### src/hw/rtl/pli_pkg.sv
// ----------------------------------------------------------------------------
// Piecewise linear interpolator package
// Shared types and codes for the breakpoint table, sequencer and the
// shared multiply/divide unit.
// ----------------------------------------------------------------------------
package pli_pkg;

   // request kinds
   localparam logic KIND_LOAD  = 1'b0;
   localparam logic KIND_QUERY = 1'b1;

   // response status codes
   localparam logic [1:0] ST_OK    = 2'd0;
   localparam logic [1:0] ST_RANGE = 2'd1;
   localparam logic [1:0] ST_EMPTY = 2'd2;

   // fixed port widths
   localparam int INDEX_BITS = 8;
   localparam int CSR_BITS   = 9;

   // sequencer states, one-hot
   typedef enum logic [9:0] {
      S_IDLE      = 10'b00_0000_0001,
      S_CHK_FIRST = 10'b00_0000_0010,
      S_CHK_LAST  = 10'b00_0000_0100,
      S_SEARCH    = 10'b00_0000_1000,
      S_PROBE     = 10'b00_0001_0000,
      S_LAST_Y    = 10'b00_0010_0000,
      S_GET_HI    = 10'b00_0100_0000,
      S_GET_LO    = 10'b00_1000_0000,
      S_MUL       = 10'b01_0000_0000,
      S_DIV       = 10'b10_0000_0000
   } state_type;

   // shared unit operations
   typedef enum logic [0:0] {
      MDU_MUL = 1'b0,
      MDU_DIV = 1'b1
   } mdu_op_type;

   // command from the sequencer to the shared unit
   typedef struct packed {
      logic       start;
      mdu_op_type op;
   } mdu_ctrl_type;

endpackage

### src/hw/rtl/pli_mdu.sv
// ----------------------------------------------------------------------------
// Shared multiply/divide unit
// One add/subtract datapath over a hi/lo register pair. Multiply is
// shift-add, one multiplier bit per cycle; divide is restoring, one
// quotient bit per cycle, working on the product left in hi/lo.
// ----------------------------------------------------------------------------
module pli_mdu #(
   parameter int WIDTH = 33
) (
   input  logic                  clock,
   input  logic                  reset,
   input  pli_pkg::mdu_ctrl_type ctrl,
   input  logic [WIDTH-1:0]      mul_a,
   input  logic [WIDTH-1:0]      mul_b,
   input  logic [WIDTH-1:0]      div_d,
   output logic                  done,
   output logic [WIDTH-1:0]      quotient
);

   localparam int CNTW = $clog2(WIDTH + 1);

   logic [WIDTH:0]       hi_ff, hi_in;
   logic [WIDTH-1:0]     lo_ff, lo_in;
   logic [CNTW-1:0]      cnt_ff, cnt_in;
   logic                 run_ff, run_in;
   logic                 done_ff, done_in;
   pli_pkg::mdu_op_type  op_ff, op_in;

   logic [WIDTH:0]       rem;
   logic [WIDTH+1:0]     add_a, add_b, sum;
   logic                 cin, ge;

   // shared adder: accumulate for multiply, trial subtract for divide
   always_comb begin
      rem = {hi_ff[WIDTH-1:0], lo_ff[WIDTH-1]};
      if (op_ff == pli_pkg::MDU_MUL) begin
         add_a = {1'b0, hi_ff};
         add_b = {2'b00, mul_a & {WIDTH{lo_ff[0]}}};
         cin   = 1'b0;
      end else begin
         add_a = {1'b0, rem};
         add_b = ~{2'b00, div_d};
         cin   = 1'b1;
      end
      sum = add_a + add_b + {{(WIDTH+1){1'b0}}, cin};
      ge  = ~sum[WIDTH+1];
   end

   // step control
   always_comb begin
      hi_in   = hi_ff;
      lo_in   = lo_ff;
      cnt_in  = cnt_ff;
      run_in  = run_ff;
      op_in   = op_ff;
      done_in = 1'b0;
      if (ctrl.start) begin
         op_in  = ctrl.op;
         run_in = 1'b1;
         cnt_in = CNTW'(WIDTH);
         if (ctrl.op == pli_pkg::MDU_MUL) begin
            hi_in = '0;
            lo_in = mul_b;
         end
      end else if (run_ff) begin
         cnt_in = cnt_ff - 1'b1;
         if (cnt_ff == CNTW'(1)) begin
            run_in  = 1'b0;
            done_in = 1'b1;
         end
         if (op_ff == pli_pkg::MDU_MUL) begin
            hi_in = {1'b0, sum[WIDTH:1]};
            lo_in = {sum[0], lo_ff[WIDTH-1:1]};
         end else begin
            hi_in = ge ? sum[WIDTH:0] : rem;
            lo_in = {lo_ff[WIDTH-2:0], ge};
         end
      end
   end

   always_ff @(posedge clock) begin
      if (reset) begin
         run_ff  <= 1'b0;
         done_ff <= 1'b0;
         cnt_ff  <= '0;
         op_ff   <= pli_pkg::MDU_MUL;
      end else begin
         run_ff  <= run_in;
         done_ff <= done_in;
         cnt_ff  <= cnt_in;
         op_ff   <= op_in;
      end
      hi_ff <= hi_in;
      lo_ff <= lo_in;
   end

   assign done     = done_ff;
   assign quotient = lo_ff;

   // a new operation never lands on one still running
   a_start_idle: assert property (@(posedge clock) disable iff (reset)
      ctrl.start |-> !run_ff)
      else $error("shared unit started while running");

endmodule

### config.mk
export PLATFORM = sky130hd
export DESIGN_NAME = pli_mdu
export DESIGN_NICKNAME = d
export VERILOG_FILES = /design/src/hw/rtl/pli_pkg.sv /design/src/hw/rtl/pli_mdu.sv
export SDC_FILE = /design/constraint.sdc
export NUM_CORES = 1
export LEC_CHECK = 0
export BUFFER_PORTS_ARGS = -buffer_cell sky130_fd_sc_hd__buf_2
export CAP_MARGIN = 20
export CORE_MARGIN = 2
export CORE_UTILIZATION = 40
export CTS_CLUSTER_SIZE = 40
export DETAILED_ROUTE_END_ITERATION = 10
export MAX_ROUTING_LAYER = met4
export PLACE_DENSITY = 0.72
export SLEW_MARGIN = 5
export SYNTH_ARGS = -nofsm -noshare
export SYNTH_HDL_FRONTEND = slang
export SYNTH_SLANG_ARGS = --single-unit
### constraint.sdc
create_clock -name clock -period 3.8 [get_ports clock]
set_clock_uncertainty 0.05 [all_clocks]
set_input_delay 0 -clock clock [delete_from_list [all_inputs] [get_ports clock]]
set_output_delay 0 -clock clock [all_outputs]
set_load 0.01 [all_outputs]
==> flow_summary.yaml <==
outcome:
  status: "finished clean"
grt:
  grt_overflow: 0
  antenna_found_initial: 0
  grt_max_degree: 59
  grt_use_total: 0.208
  grt_pass1_wl_um: 28700
  grt_pass1_vias: 5814
clocking:
  clk_pin_slew_ns: 0.06
  numCtsBuffers: 9
  root_buffer: "clkbuf_16"
  clk_latency_ns: 0.34
  cts_tree: "built"
  cts_buffer_depth: 2
  clock_sinks: 76
  htreeDepth: 3
placed_design:
  place_area_um2: 7540
  port-buffer-count: 136
  place.gp.congestion: 0.967
  dpl.hpwl_um: 12700
sta:
  slew_headroom: 0.364
  max_freq_ghz: 0.275
  setup_tns_ns: 0
  tightest_slew_ns: 0.953
  period_share: 0.956
  rsz0062_at_grt: "yes"
  setup_violations: 0
  whs_ns: 0.324
  finalCriticalPeriod_ns: 3.63
  maxSlewViolCount: 0
  hold_violations: 0
route:
  drt-initial-drc-count: 501
  detail-route-antenna-nets: 0
  drt-total-wl_um: 18200
  vias_per_cell: 5.42
  drt-pass1-iter-count: 5
  via_count: 6168
  drc_errors: 0
  wl_per_cell_um: 16.0
critical_path:
  required_ns: 3.92
  startpoint: "op_ff"
  critPathKind: "flop to flop"
  r2r-end: "hi_ff[29]"
  worstPathMaxFanout: 20
  cpPeakStageDelay_ns: 0.42
  endpoint: "hi_ff[29]"
  critPathSlowestCell: "dfxtp_4"
  reg2reg_depth: 13
  end_kind: "flop"
  rr_startpoint: "op_ff"
  critPathLaunchType: "flop"
  crit_arrival_ns: 3.75
  cp_cell_sequence: "buf_12 > mux2_2 > ha_1 > a21o_1 > or3_4 > o221ai_4 > o41ai_4 > buf_4 > a21boi_4 > nor2_1 > or3_1 > or2_1 > a311oi_2"
  r2r_slack_ns: 0.17
synthesis:
  yosysWarnings: 0
  netlist_instances: 721
  ys_seq_elements: 76
  syn-mean-instance-area_um2: 9.02
  ys.flop_type: "edfxtp_1"
  synth_nets: 860
  syn_area_um2: 6500
  synth_area_leader_cell: "edfxtp_1"
  synth-seq-area-share: 0.337
  synthTopCellsByArea: "edfxtp_1 31%, mux2i_1 9.4%, o21ai_0 6.7%"
  synth.distinct_cells: 65
  synth_top_area_share: 0.309
  ys_async_sr_fraction: 0
  synth-edff-count: 67
die:
  die-height_um: 131
  ios: 137
  core_area_um2: 15900
  initial_core_util: 0.409
  row_count: 46
  die-area_um2: 17300
  die_w_um: 131
final_layout:
  synthToLayoutAreaGrowth_pct: 29.8
  final_util: 0.531
  final_common_cell: "buf_2"
  seq_area_um2: 2200
  layout_common_cells: "136 x buf_2, 99 x nand2_1, 81 x o21ai_0"
  multi_input_area_um2: 4100
  antenna_cells: 0
  fillers: 1435
  final_nets: 1057
  drive_gt1_frac: 0.300
  fin_area_um2: 8440
min_path:
  min_from: "ctrl[1]"
  hp-class: "input port to flop"
run:
  drv_cap: 0
power:
  vdd_drop_max_mv: 0.241
  leakage_nw: 3.73
  power_mw: 3.65
  power_density_nw_per_um2: 433
-- stage by stage --
step / instances / setup slack, ns
finish: 1139 / 0.167
global route: 1139 / -0.102
CTS: 1121 / 0.0298
detailed placement: 1068 / -0.0881
global placement: 1068 / -0.00617
floorplan: 721 / 0.0658
-- worst min path at each step --
stage,to,cells past startpoint
floorplan,op_ff,2
global placement,quotient[29],3
detailed placement,quotient[29],3
CTS,cnt_ff[0],3
global route,cnt_ff[3],2
finish,cnt_ff[0],3
-- flip-flops by register name (all words and copies together), names as in the netlist --
name and flops:
run_ff 1, op_ff 1, done 1, quotient 33
cnt_ff 6, hi_ff 34
-- layout make-up --
class / count / share of cell area
multi-input combinational: 588 / 0.486
sequential: 76 / 0.260
timing repair buffer: 232 / 0.181
tap: 216 / 0.0320
clock buffer: 10 / 0.0271
clock inverter: 6 / 0.00860
inverter: 11 / 0.00534
-- layer usage --
metal	vias to the layer above	GRT usage	wire, um	part of all wire
met3	21	0.0340	1060	0.058
met2	218	0.328	8510	0.47
li1	3054	-	-	-
met5	-	-	0	0
met1	2875	0.281	8370	0.46
met4	0	0.0465	272	0.015
-- power by group --
group          switching, mW  internal (mW)
clock                  0.351          0.514
sequential            0.0965           1.07
combinational          0.870          0.755
total                   1.32           2.33
-- timing repair --
item,CTS,global route
setup buffers,2,17
gates resized for setup,1,27
pin swaps,1,18
hold endpoints to repair,42,0
setup endpoints to repair,25,35
hold buffers,35,0
cloned,0,1
-- critical path, delay by kind of cell, from the launching register on --
kind	cells	cell delay, ns
compound gates	5	1.05
mux	1	0.35
fa+ha+maj	1	0.29
simple gates	4	0.96
flops	1	0.42
buf+inv	2	0.34
-- cells in the mapped netlist, types with 2 or more instances --
cell and number:
and2_1 2, nor2_1 56, nand2b_1 8, xnor2_1 17
o21ai_0 87, clkbuf_1 29, dfxtp_1 9, edfxtp_1 67
o31ai_1 4, mux2_2 33, or2_2 2, o21ai_1 3
nand3_1 7, a211oi_1 25, or2_1 2, o211ai_1 2
nand4_1 10, nand2_1 99, buf_1 3, xor2_1 17
a221o_1 3, a21o_1 14, o21a_1 5, nor3_1 11
buf_4 5, and3_1 4, mux2i_1 61, fa_1 2
a21oi_1 40, ha_1 34, o21bai_1 4, buf_6 7
a31oi_1 4, inv_1 11, or3_1 4
-- kinds of logic (layout without fill, tap and decap cells) --
kind of cell             count (synthesis)  in the layout  share of synthesized area
buffers and inverters                   58            259                     0.0462
XOR/XNOR                                34             34                     0.0458
flip-flops                              76             76                      0.337
AND/OR/NAND/NOR                        216            216                      0.147
AO/OA/AOI/OAI                          207            208                      0.201
multiplexers                            94             94                      0.151
adder cells (fa/ha/maj)                 36             36                     0.0716
(Power assumes the default switching activity.)
